===== src/sv/bsr_pkg.sv =====
`default_nettype none

package bsr_pkg;

    localparam int DEPTH       = 16;
    localparam int ADDR_W      = $clog2(DEPTH);
    localparam int CNT_W       = $clog2(DEPTH + 1);
    localparam int DATA_W      = 32;
    localparam int CAP_W       = 5;
    localparam int COUNT_W     = 5;
    localparam int DEFAULT_CAP = 4;

    localparam logic [1:0] KIND_PUSH    = 2'd0;
    localparam logic [1:0] KIND_POP     = 2'd1;
    localparam logic [1:0] KIND_PEEK    = 2'd2;
    localparam logic [1:0] KIND_REVERSE = 2'd3;

    localparam logic [1:0] ST_OK       = 2'd0;
    localparam logic [1:0] ST_OVERFLOW = 2'd1;
    localparam logic [1:0] ST_EMPTY    = 2'd2;

    typedef struct packed {
        logic [1:0]               kind;
        logic signed [DATA_W-1:0] data;
    } t_in_item;

    typedef struct packed {
        logic signed [DATA_W-1:0] value;
        logic [1:0]               status;
        logic [COUNT_W-1:0]       count;
        logic                     is_full;
        logic                     is_empty;
    } t_out_item;

    function automatic logic [CNT_W-1:0] eff_cap(input logic [CAP_W-1:0] cap);
        logic [CNT_W-1:0] res;
        if (cap == '0) begin
            res = CNT_W'(DEFAULT_CAP);
        end else if (32'(cap) > 32'(DEPTH)) begin
            res = CNT_W'(DEPTH);
        end else begin
            res = CNT_W'(cap);
        end
        return res;
    endfunction

    function automatic logic [ADDR_W-1:0] phys_addr(
        input logic [ADDR_W-1:0] base,
        input logic              dir,
        input logic [ADDR_W-1:0] idx
    );
        logic [ADDR_W-1:0] res;
        if (dir) begin
            res = base - idx;
        end else begin
            res = base + idx;
        end
        return res;
    endfunction

endpackage

`default_nettype wire


===== src/sv/bounded_stack_with_reverse_core.sv =====
// The status and RAM read of an accepted transaction are registered in a pending stage, then in the output register.
// Throughput: one transaction per cycle for every operation, reverse included, while the output is not stalled;
// the entry RAM is read or written at most once per transaction.
// Reverse flips the RAM addressing direction and rebases it instead of moving words.
// Reset (synchronous, active low) empties the stack and sets capacity to 16.
`default_nettype none

module bounded_stack_with_reverse_core (
    input  wire logic                                 i_clk,
    input  wire logic                                 i_rst_n,
    input  wire logic                                 i_in_valid,
    output logic                                      o_in_ready,
    input  wire bsr_pkg::t_in_item                    i_in,
    output logic                                      o_out_valid,
    input  wire logic                                 i_out_ready,
    output bsr_pkg::t_out_item                        o_out,
    input  wire logic                                 i_cfg_valid,
    output logic                                      o_cfg_ready,
    input  wire logic [bsr_pkg::CAP_W-1:0]            i_cfg_data
);

    logic [bsr_pkg::CAP_W-1:0]  r_cap;
    logic [bsr_pkg::CNT_W-1:0]  r_count, n_count;
    logic [bsr_pkg::ADDR_W-1:0] r_base, n_base;
    logic                       r_dir, n_dir;

    logic                       r_pend;
    logic                       r_p_use;
    logic [1:0]                 r_p_status;
    logic [bsr_pkg::CNT_W-1:0]  r_p_count;
    logic                       r_p_full;
    logic                       r_p_empty;

    logic                       r_out_valid;
    bsr_pkg::t_out_item         r_out;

    logic                       acc;
    logic                       mv;
    logic [bsr_pkg::CNT_W-1:0]  cap;
    logic [bsr_pkg::ADDR_W-1:0] top_addr;
    logic [bsr_pkg::ADDR_W-1:0] push_addr;
    logic                       wr_en;
    logic                       use_rd;
    logic [1:0]                 status;
    logic [bsr_pkg::DATA_W-1:0] rd_data;

    assign mv          = r_pend && (!r_out_valid || i_out_ready);
    assign o_in_ready  = !r_pend || mv;
    assign acc         = i_in_valid && o_in_ready;
    assign o_cfg_ready = 1'b1;
    assign o_out_valid = r_out_valid;
    assign o_out       = r_out;

    always_comb begin
        cap       = bsr_pkg::eff_cap(r_cap);
        top_addr  = bsr_pkg::phys_addr(r_base, r_dir,
                        bsr_pkg::ADDR_W'(r_count - bsr_pkg::CNT_W'(1)));
        push_addr = bsr_pkg::phys_addr(r_base, r_dir, r_count[bsr_pkg::ADDR_W-1:0]);
        n_count   = r_count;
        n_base    = r_base;
        n_dir     = r_dir;
        wr_en     = 1'b0;
        use_rd    = 1'b0;
        status    = bsr_pkg::ST_OK;
        unique case (i_in.kind)
            bsr_pkg::KIND_PUSH: begin
                if (r_count >= cap) begin
                    status = bsr_pkg::ST_OVERFLOW;
                end else begin
                    wr_en   = acc;
                    n_count = r_count + bsr_pkg::CNT_W'(1);
                end
            end
            bsr_pkg::KIND_POP, bsr_pkg::KIND_PEEK: begin
                if (r_count == '0) begin
                    status = bsr_pkg::ST_EMPTY;
                end else begin
                    use_rd = 1'b1;
                    if (i_in.kind == bsr_pkg::KIND_POP) begin
                        n_count = r_count - bsr_pkg::CNT_W'(1);
                    end
                end
            end
            default: begin
                n_base = top_addr;
                n_dir  = !r_dir;
            end
        endcase
    end

    bsr_ram #(
        .WIDTH (bsr_pkg::DATA_W),
        .WORDS (bsr_pkg::DEPTH)
    ) u_ram (
        .i_clk   (i_clk),
        .i_we    (wr_en),
        .i_waddr (push_addr),
        .i_wdata (i_in.data),
        .i_re    (acc && use_rd),
        .i_raddr (top_addr),
        .o_rdata (rd_data)
    );

    always_ff @(posedge i_clk) begin
        if (!i_rst_n) begin
            r_cap       <= bsr_pkg::CAP_W'(16);
            r_count     <= '0;
            r_base      <= '0;
            r_dir       <= 1'b0;
            r_pend      <= 1'b0;
            r_out_valid <= 1'b0;
        end else begin
            if (i_cfg_valid) begin
                r_cap <= i_cfg_data;
            end
            if (acc) begin
                r_count <= n_count;
                r_base  <= n_base;
                r_dir   <= n_dir;
            end
            if (acc) begin
                r_pend <= 1'b1;
            end else if (mv) begin
                r_pend <= 1'b0;
            end
            if (mv) begin
                r_out_valid <= 1'b1;
            end else if (i_out_ready) begin
                r_out_valid <= 1'b0;
            end
        end
    end

    always_ff @(posedge i_clk) begin
        if (acc) begin
            r_p_use    <= use_rd;
            r_p_status <= status;
            r_p_count  <= n_count;
            r_p_full   <= (n_count >= cap);
            r_p_empty  <= (n_count == '0);
        end
        if (mv) begin
            r_out.value    <= r_p_use ? rd_data : '0;
            r_out.status   <= r_p_status;
            r_out.count    <= bsr_pkg::COUNT_W'(r_p_count);
            r_out.is_full  <= r_p_full;
            r_out.is_empty <= r_p_empty;
        end
    end

endmodule

`default_nettype wire


===== src/sv/bsr_ram.sv =====
`default_nettype none

module bsr_ram #(
    parameter int WIDTH = 32,
    parameter int WORDS = 16,
    parameter int AW    = $clog2(WORDS)
) (
    input  wire logic             i_clk,
    input  wire logic             i_we,
    input  wire logic [AW-1:0]    i_waddr,
    input  wire logic [WIDTH-1:0] i_wdata,
    input  wire logic             i_re,
    input  wire logic [AW-1:0]    i_raddr,
    output logic      [WIDTH-1:0] o_rdata
);

    logic [WIDTH-1:0] r_mem [WORDS];

    always_ff @(posedge i_clk) begin
        if (i_we) begin
            r_mem[i_waddr] <= i_wdata;
        end
    end

    always_ff @(posedge i_clk) begin
        if (i_re) begin
            o_rdata <= r_mem[i_raddr];
        end
    end

endmodule

`default_nettype wire


===== config.mk =====
export PLATFORM = sky130hd
export DESIGN_NAME = bounded_stack_with_reverse_core
export DESIGN_NICKNAME = d
export VERILOG_FILES = /design/src/sv/bsr_pkg.sv /design/src/sv/bounded_stack_with_reverse_core.sv /design/src/sv/bsr_ram.sv
export SDC_FILE = /design/constraint.sdc
export NUM_CORES = 1
export LEC_CHECK = 0
export BUFFER_PORTS_ARGS = -buffer_cell sky130_fd_sc_hd__buf_2
export CAP_MARGIN = 20
export CORE_ASPECT_RATIO = 1.4
export CORE_MARGIN = 1.5
export CORE_UTILIZATION = 60
export DETAILED_ROUTE_END_ITERATION = 16
export GPL_TIMING_DRIVEN = 0
export PLACE_DENSITY = 0.79
export SLEW_MARGIN = 15
export SYNTH_ARGS = -nofsm -noshare
export SYNTH_HDL_FRONTEND = slang
export SYNTH_SLANG_ARGS = --single-unit

===== constraint.sdc =====
create_clock -name i_clk -period 8.44 [get_ports i_clk]
set_input_delay 0 -clock i_clk [delete_from_list [all_inputs] [get_ports i_clk]]
set_output_delay 0 -clock i_clk [all_outputs]
set_load 0.05 [all_outputs]

Yosys cells after proc, flatten, opt, wreduce, memory -nomap -nowiden
Memory sizes are Yosys's and may differ from the RTL's. A register that Yosys moved wholly into a read port is not among the register bits.
Cells that the tools add are included.
- logic and storage cells: 67
- bits of input ports: 44
- output and inout port bits: 44
- memories: 1
- bits in registers: 68
- RAM bits: 512
- equality and inequality tests: 2
- add/subtract/negate cells: 6
- bitwise logic cells: 1
- reductions and logical operators: 17
- $lt $le $gt $ge: 3
- muxes and demuxes: 21
- memories (memory ; words ; bits a word ; rd ports ; clocked after memory_dff ; wr ports ; line ; RTL):
    u_ram.r_mem ; 16 ; 32 ; 1 ; 1 ; 1 ; bsr_ram.sv:17 ; logic [WIDTH-1:0] r_mem [WORDS];
- operators by type and width (operator ; count):
    5-bit two-way mux ; 5
    5-bit logical NOT ; 3
    1-bit two-way mux ; 11
    5-bit greater-or-equal comparator ; 2
    5-bit case mux with 2 select lines ; 1
    4-bit adder ; 2
    4-bit two-way mux ; 2
    4-bit subtractor ; 2
    5-bit by 1-bit adder with 5-bit output (second input constant) ; 1
    5-bit > comparator (second input constant) ; 1
    5-bit by 1-bit subtractor with 5-bit output (second input constant) ; 1
    2-bit case mux with 2 select lines ; 1
    2-bit nonzero test ; 2
    1-bit logical AND ; 3
    1-bit logical NOT ; 3
    3-bit OR reduction ; 1
    2-bit by 1-bit equality test with 1-bit output (second input constant) ; 1
    2-bit equality test (second input constant) ; 1
    2-bit logical NOT ; 1
    1-bit logical OR ; 2
    2-bit two-way mux ; 1
    2-bit AND reduction ; 1
    2-bit OR reduction ; 1
    1-bit inverter ; 1

Depth between registers and ports, before layout
Gate-level depths: netlist (run 1).
- word-level depth: 9
- depth in mapped cells: 14
- gate-level depth less buffers: 14

Hierarchy
A second synthesis (run 1) with hierarchy kept.
- cells, all modules: 1130
- area, all modules: 23581.4 um2
- by module, submodules not included (module ; cells an instance ; area each (um2) ; times used ; sequential area each (um2)):
    bsr_ram ; 838 ; 20155.6 ; 1 ; 16335.7
    bounded_stack_with_reverse_core ; 292 ; 3425.8 ; 1 ; 1871.8

Worst setup path before layout (run 1)
OpenSTA, ideal clock, no wires.
- kind: register -> register
- start: reg r_out_valid (netlist: o_out_valid)
- end: mem u_ram.r_mem[5][0], enable pin
- stages on the path, launching flop included: 8
- data arrival time: 3578 ps
- path buffers: 1
- library setup time: 421 ps
- period minus slack after synthesis: 3999 ps
- data required time: 8019 ps
- slack: 4441 ps
- cell sequence: dfxtp_1 nor2b_1 nand2_1 nand2_1 inv_1 clkbuf_1 nand3_1 nor2_1
- cells in the longest elaborated chain, start to end: 9
- RTL lines (item ; line ; RTL):
    start, declared ; bounded_stack_with_reverse_core.sv:34 ; logic r_out_valid;
    start signal, assigned ; bounded_stack_with_reverse_core.sv:111 ; r_out_valid <= 1'b0;
    start signal, assigned ; bounded_stack_with_reverse_core.sv:127 ; r_out_valid <= 1'b1;
    start signal, assigned ; bounded_stack_with_reverse_core.sv:129 ; r_out_valid <= 1'b0;
    1-bit logical NOT ; bounded_stack_with_reverse_core.sv:47 ; assign mv = r_pend && (!r_out_valid || i_out_ready);
    1-bit logical OR ; bounded_stack_with_reverse_core.sv:47 ;
    1-bit logical AND ; bounded_stack_with_reverse_core.sv:47 ;
    1-bit logical OR ; bounded_stack_with_reverse_core.sv:48 ; assign o_in_ready = !r_pend || mv;
    via o_in_ready ; bounded_stack_with_reverse_core.sv:12 ; output logic o_in_ready,
    1-bit logical AND ; bounded_stack_with_reverse_core.sv:49 ; assign acc = i_in_valid && o_in_ready;
    via acc ; bounded_stack_with_reverse_core.sv:37 ; logic acc;
    1-bit two-way mux ; bounded_stack_with_reverse_core.sv:67 ; if (r_count >= cap) begin
    1-bit two-way mux ; bounded_stack_with_reverse_core.sv:65 ; unique case (i_in.kind)
    1-bit two-way mux ; bsr_ram.sv:20 ; if (i_we) begin
    1-bit two-way mux (not written as such) ; bsr_ram.sv:21 ; r_mem[i_waddr] <= i_wdata;
    end, declared ; bsr_ram.sv:17 ;
The timed path passes the listed nets, and every way through them passes these cells.

Final worst setup path (run 1)
- start: reg r_count[0] in the netlist's numbering
- end: reg u_ram.o_rdata[28], read port of u_ram.r_mem (data pin)
- cells in the longest elaborated chain, start to end: 4
- elaborated cells between the ends (all ways): 8
- classes of those cells: add/sub (3); mux (3); reduce/logical (2)
- RTL lines (item ; line ; RTL):
    start, declared ; bounded_stack_with_reverse_core.sv:23 ; logic [bsr_pkg::CNT_W-1:0] r_count, n_count;
    start signal, assigned ; bounded_stack_with_reverse_core.sv:117 ; r_count <= n_count;
    branches (longest 4 deep; another with 5-bit by 1-bit subtractor with 5-bit output) ; - ;
    end, declared ; bsr_ram.sv:14 ; output logic [WIDTH-1:0] o_rdata
Parallel ways; which one is timed is not known.
A chain may end at the register's enable or synchronous reset.

==> out/metrics.csv, run 1 <==
metric;value;unit
grt_pass1_vias;12600;
crit_chain;inv_1 > ha_1 > xnor2_1 > fa_1 > clkbuf_1 > clkbuf_1 > mux4_2 > mux4_2;
power_frac_clock;0.340;
cpMaxStageDelayCell;clkbuf_1;
p_leak;8.88;nW
clkLatencyLatePin;0.59;ns
fp-row-count;85;
netSwitchingPower;1.74;mW
hp-start;i_in[33];
coreArea;38600;µm²
timing.fmax;218;MHz
cts-htree-levels;2;
die_x;171;µm
clkSlewWorstSetupHoldPaths;0.06;ns
antenna_found_initial;3;
slew_headroom;0.236;
routed_wirelength;56900;µm
synth-edff-count;595;
place_hpwl;32100;µm
p_seq_frac;0.494;
fin_crit;4.60;ns
worst_pin_slew;1.14;ns
crit_path_end_kind;register;
r2r-end;u_ram.o_rdata[28]$_DFFE_PP_;
place_ws;3.90;ns
grt_util_all_layers;0.293;
die_area;40600;µm²
synth_area;23600;µm²
timing.final.ws_setup;3.84;ns
grt_first_pass_wirelength;82700;µm
synthCells;1063;
nets;1348;
cp.arrival;4.90;ns
io-pin-count;88;
cts_tree;done;
swShare;0.247;
path_delay_family;buffers and inverters;
pwr-share-comb;0.166;
setup_tns;0;ns
drt_first_pass_iters;5;
critPathMaxStageDelay;0.71;ns
place.gp.congestion;0.870;
rr_startpoint;r_count[0]$_SDFFE_PN0P_;
path_class;register to register;
placed_cells;1692;
synth_flop_cell;edfxtp_1;
required;8.75;ns
ff2ff_path_depth;8;
finalNonFillerCells;1844;
hold_path.class;input pin to register;
holdPathEnd;r_p_status[1]$_DFFE_PP_;
post-route-drc-count;0;
whs_path_depth;4;
irDropWorstVdd;0.000169;V
crit_fanout;10;
grt_max_degree;26;
synth_seq_area_share;0.770;
grt_overflow;0;
period_share;0.545;
cts-buffers-inserted;53;
cp-start-kind;register;
drive_gt1_frac;0.298;
path_buf_inv;3;
ys_async_sr_fraction;0;
status;finished, final reports clean;
setup_viol_count_final;0;
area_growth;16.8;%
regToRegSetupSlack;3.84;ns
root_buffer;clkbuf_16;
power-per-cell-area;254;nW/µm²
maxCapViolations;0;
syn-num-nets;1130;
wl_per_cell;30.8;µm
clk_path_buf_depth;3;
portBuffers;85;
drt_iter0_markers;1561;
synth.ff_latch_count;612;
rsz0062_at_grt;false;
fin_skew;0.0195;ns
ant_nets;0;
cts.sinks;612;
hold_violations;0;
cts_setup_buffers;0;
routed_via_density;6.54;
syn_avg_cell_area;22.2;µm²
synth_cell_types;58;
initial_core_util;0.612;
vias;12100;
synth_warnings;0;
slew_viol_final;0;
p_int;5.29;mW
die_h;238;µm
==> flip-flops by register name (all words and copies together), names as in the netlist, 2 cells and up <==
signal / cells
r_cap: 5
r_count: 5
r_p_status: 2
r_p_count: 5
u_ram.o_rdata: 32
o_out: 41
u_ram.r_mem: 512
r_base: 4
==> cells by family (layout without fill, tap and decap cells) <==
| group | count (synthesis) | after routing | share of synthesized area |
|---|---|---|---|
| other | 1 | 3 | 0.000159 |
| and+or+nand+nor | 125 | 125 | 0.0281 |
| xor gates and xnor gates | 14 | 14 | 0.00519 |
| DFF | 612 | 612 | 0.770 |
| AOI/OAI and AO/OA | 56 | 56 | 0.0167 |
| muxes | 166 | 166 | 0.155 |
| buffers and inverters | 65 | 322 | 0.0114 |
| adders and majority gates | 24 | 24 | 0.0132 |
==> timing repair <==
| action | in CTS | in global routing |
|---|---|---|
| gates resized for setup | 0 | 0 |
| endpoints found under the hold margin | 523 | 0 |
| hold buffers | 50 | 0 |
==> how the worst max path moves through the flow <==
| stage | slack, ns | cells after the start | to | start |
|---|---|---|---|---|
| CTS | 3.84 | 9 | u_ram.o_rdata[8]$_DFFE_PP_ | r_count[0]$_SDFFE_PN0P_ |
| detailed placement | 3.90 | 8 | u_ram.o_rdata[24]$_DFFE_PP_ | r_count[0]$_SDFFE_PN0P_ |
| global route | 3.65 | 8 | u_ram.o_rdata[24]$_DFFE_PP_ | r_count[0]$_SDFFE_PN0P_ |
| global placement | 2.35 | 10 | u_ram.r_mem[7][16]$_DFFE_PP_ | r_count[0]$_SDFFE_PN0P_ |
| finish | 3.84 | 8 | u_ram.o_rdata[28]$_DFFE_PP_ | r_count[0]$_SDFFE_PN0P_ |
| floorplan | 4.44 | 7 | u_ram.r_mem[5][0]$_DFFE_PP_ | o_out_valid$_SDFFE_PN0P_ |
==> synthesized netlist by cell type, types with 9 or more instances <==
master | count | share of area
a21oi_1 | 13 | 0.0028
and2_1 | 36 | 0.0095
buf_2 | 9 | 0.0019
clkbuf_1 | 31 | 0.0049
dfxtp_1 | 17 | 0.014
edfxtp_1 | 595 | 0.76
ha_1 | 21 | 0.011
inv_1 | 16 | 0.0025
mux4_2 | 160 | 0.15
nand2_1 | 24 | 0.0038
nor2_1 | 26 | 0.0041
nor2b_1 | 10 | 0.0026
o21ai_0 | 9 | 0.0019
xnor2_1 | 12 | 0.0044
==> metal layers <==
| layer | part of all wire | wire length [µm] | GRT usage | up-vias |
|---|---|---|---|---|
| li1 | - | - | - | 4837 |
| met4 | 0.051 | 2880 | 0.140 | 0 |
| met3 | 0.085 | 4820 | 0.0473 | 191 |
| met2 | 0.52 | 29800 | 0.508 | 815 |
| met1 | 0.34 | 19400 | 0.361 | 6225 |
| met5 | 0 | 0 | 0 | - |
==> metrics by stage <==
stage / power, mW / hold slack, ns / instance area [µm²] / util
after floorplan: 4.26 / 0.0989 / 23600 / -
after global placement: 4.57 / 0.216 / 24700 / 0.640
after detailed placement: 4.63 / 0.239 / 25300 / 0.656
after CTS: 7.03 / 0.0609 / 27500 / 0.713
after global routing: 7.20 / 0.111 / 27600 / 0.715
final: 7.02 / 0.0836 / 27600 / 0.715
==> worst register-to-register path: cells and delay by family (launching register included) <==
family                     cells  cell delay, ns
muxes                          2            0.98
xor gates and xnor gates       1            0.19
adders and majority gates      2            1.00
DFF                            1            0.56
buffers and inverters          3            1.60
==> power by group through the flow <==
stage                     Combinational (mW)  Sequential [mW]  Clock, mW
after floorplan                        0.698             3.57          0
after global placement                  1.04             3.53          0
after detailed placement                1.10             3.53          0
after CTS                               1.16             3.47       2.40
after global routing                    1.22             3.47       2.51
final                                   1.17             3.47       2.39
==> final cells by class <==
type / instances / area, µm²
Multi-Input combinational cell: 386 / 5300
Clock buffer: 64 / 1390
Timing Repair Buffer: 163 / 1480
Sequential cell: 612 / 18200
Tap cell: 522 / 653
Buffer: 47 / 206
Antenna cell: 2 / 5.00
Clock inverter: 30 / 300
Fill cell: 2124 / 11000
Inverter: 18 / 67.6
==> cell usage in the layout (no fill, tap or decap), types with 3 or more instances in the layout <==
| cell | instances |
|---|---|
| buf_1 | 3 |
| buf_16 | 6 |
| o21a_1 | 3 |
| dlygate4sd3_1 | 50 |
| clkinv_2 | 9 |
| buf_12 | 15 |
| clkinvlp_4 | 3 |
| nor2_1 | 9 |
| inv_1 | 16 |
| clkinv_1 | 10 |
| nand2_1 | 24 |
| mux4_2 | 160 |
| clkbuf_2 | 3 |
| nand2b_1 | 6 |
| buf_6 | 6 |
| a21oi_1 | 13 |
| mux2i_1 | 6 |
| dfxtp_1 | 17 |
| ha_1 | 21 |
| nor2_4 | 17 |
| and2_1 | 36 |
| nand3_1 | 7 |
| edfxtp_1 | 595 |
| clkbuf_16 | 54 |
| xnor2_1 | 12 |
| a21o_1 | 6 |
| clkbuf_1 | 39 |
| or4_1 | 3 |
| nor2b_1 | 9 |
| buf_2 | 94 |
| bufinv_16 | 5 |
| o21ai_0 | 9 |
No activity file was read; power rests on OpenSTA's default activity.
==> inputs of run 2 (changes only) <==
--- a/config.mk
+++ b/config.mk
@@ -9,10 +9,10 @@
 export CAP_MARGIN = 20
 export CORE_ASPECT_RATIO = 1.4
 export CORE_MARGIN = 1.5
-export CORE_UTILIZATION = 60
+export CORE_UTILIZATION = 55
 export DETAILED_ROUTE_END_ITERATION = 16
 export GPL_TIMING_DRIVEN = 0
-export PLACE_DENSITY = 0.79
+export PLACE_DENSITY = 0.76
 export SLEW_MARGIN = 15
 export SYNTH_ARGS = -nofsm -noshare
 export SYNTH_HDL_FRONTEND = slang
==> constraint.sdc (replaced) <==
create_clock -name i_clk -period 3.95 [get_ports i_clk]
set_input_delay 0 -clock i_clk [delete_from_list [all_inputs] [get_ports i_clk]]
set_output_delay 0 -clock i_clk [all_outputs]
set_load 0.05 [all_outputs]
==> run 2 against run 1 <==
Clock skew decreased by 0.0091 ns. Highest routed layer unchanged. Register-to-register slack lost 3.7 ns. Clock power grew 130%. Utilization is 4.9 points lower. Via count is 0.71% lower. Critical endpoint is now u_ram.o_rdata[31]$_DFFE_PP_.
==> out/metrics.csv, run 2 (same netlist as run 1, synthesis figures left out) <==
metric;value;unit
worst_pin_slew;0.995;ns
largest_reg_flops;512;
antennaDiodeCount;0;
required;4.27;ns
clkSlewWorstSetupHoldPaths;0.07;ns
clk_path_buf_depth;3;
hold_slack;0.0818;ns
cts_tree;done;
irDropWorstVdd;0.000350;V
wl_per_cell;30.0;µm
place_hpwl;32000;µm
cts-htree-levels;2;
cp.arrival;4.13;ns
initial_core_util;0.559;
power-per-cell-area;543;nW/µm²
mostFrequentLayoutCell;edfxtp_1;
nets;1376;
drive_gt1_frac;0.334;
die_area;44300;µm²
routed_via_density;6.31;
design_area;28200;µm²
die_x;178;µm
vias;12000;
setup_viol_count_final;0;
fin_crit;3.81;ns
place_ws;-0.562;ns
crit_path_end_kind;register;
grt_pass1_vias;12300;
antenna_found_initial;0;
post-route-drc-count;0;
grt_max_degree;23;
rsz0062_at_grt;false;
cts.sinks;612;
hold_violations;0;
period_share;0.963;
hold_path.class;input pin to register;
ant_nets;0;
place.gp.congestion;0.913;
path_class;register to register;
most-common-layout-cells;edfxtp_1, mux4_2, buf_2;
cp-start-kind;register;
timing.fmax;263;MHz
grt_util_all_layers;0.260;
finalNonFillerCells;1898;
timing.final.ws_setup;0.144;ns
cts-buffers-inserted;52;
maxCapViolations;0;
coreArea;42300;µm²
io-pin-count;88;
setup_tns;0;ns
drt_first_pass_iters;5;
status;finished, final reports clean;
fin_skew;0.0104;ns
routed_wirelength;56900;µm
slew_headroom;0.337;
root_buffer;clkbuf_16;
drt_iter0_markers;1625;
crit_fanout;10;
finalPower;15.3;mW
placed_cells;1721;
clkLatencyLatePin;0.59;ns
portBuffers;85;
fin_util;0.666;
grt_first_pass_wirelength;80500;µm
grt_overflow;0;
fill_cells;2604;
slew_viol_final;0;
area_growth;19.2;%
placed_area;25500;µm²
regMostFlops;u_ram.r_mem;
fp-row-count;89;
die_h;248;µm
p_leak;9.22;nW
run 2: layer usage:
layer,vias to the layer above,GRT usage,share of wire
met1,6221,0.334,0.36
met5,-,0,0
met3,140,0.0357,0.077
li1,4899,-,-
met2,722,0.450,0.53
met4,0,0.110,0.035
run 2: power breakdown:
part / internal (mW) / leakage [nW] / switching [mW]
registers: 7.36 / 5.53 / 0.0535
logic: 1.13 / 2.79 / 1.38
clock network: 3.09 / 0.896 / 2.30
run 2: layout make-up:
class	count	area, µm²	area share
tap	546	683	0.0242
sequential	612	18200	0.646
multi-input combinational	386	5320	0.189
inverter	18	67.6	0.00240
clock inverter	39	435	0.0154
timing repair buffer	193	1880	0.0667
buffer	46	224	0.00795
clock buffer	58	1370	0.0485
run 2: critical path, stage by stage, from the launching register on:
cell and delay (ns):
dfxtp_2 0.46, inv_1 0.17, ha_1 0.40, xnor2_1 0.18, fa_1 0.62, clkbuf_2 0.29, clkbuf_2 0.47, mux4_2 0.42
mux4_2 0.53
run 2: final timing paths:
| check | from | end | slack [ns] | depth (start not counted) |
|---|---|---|---|---|
| max | r_count[0]$_SDFFE_PN0P_ | u_ram.o_rdata[31]$_DFFE_PP_ | 0.14 | 8 |
| min | i_in[33] | r_p_status[1]$_DFFE_PP_ | 0.08 | 4 |
| max reg2reg | r_count[0]$_SDFFE_PN0P_ | u_ram.o_rdata[31]$_DFFE_PP_ | 0.14 | 8 |
| min reg2reg | r_p_empty$_DFFE_PP_ | o_out[0]$_DFFE_PP_ | 0.43 | 0 |
run 2: what timing repair did:
action	CTS	global route
hold buffers	50	0
endpoints found under the setup margin	241	231
cloned	0	0
hold endpoints to repair	523	0
pin swaps	1	11
setup buffers	2	24
gates resized for setup	18	4
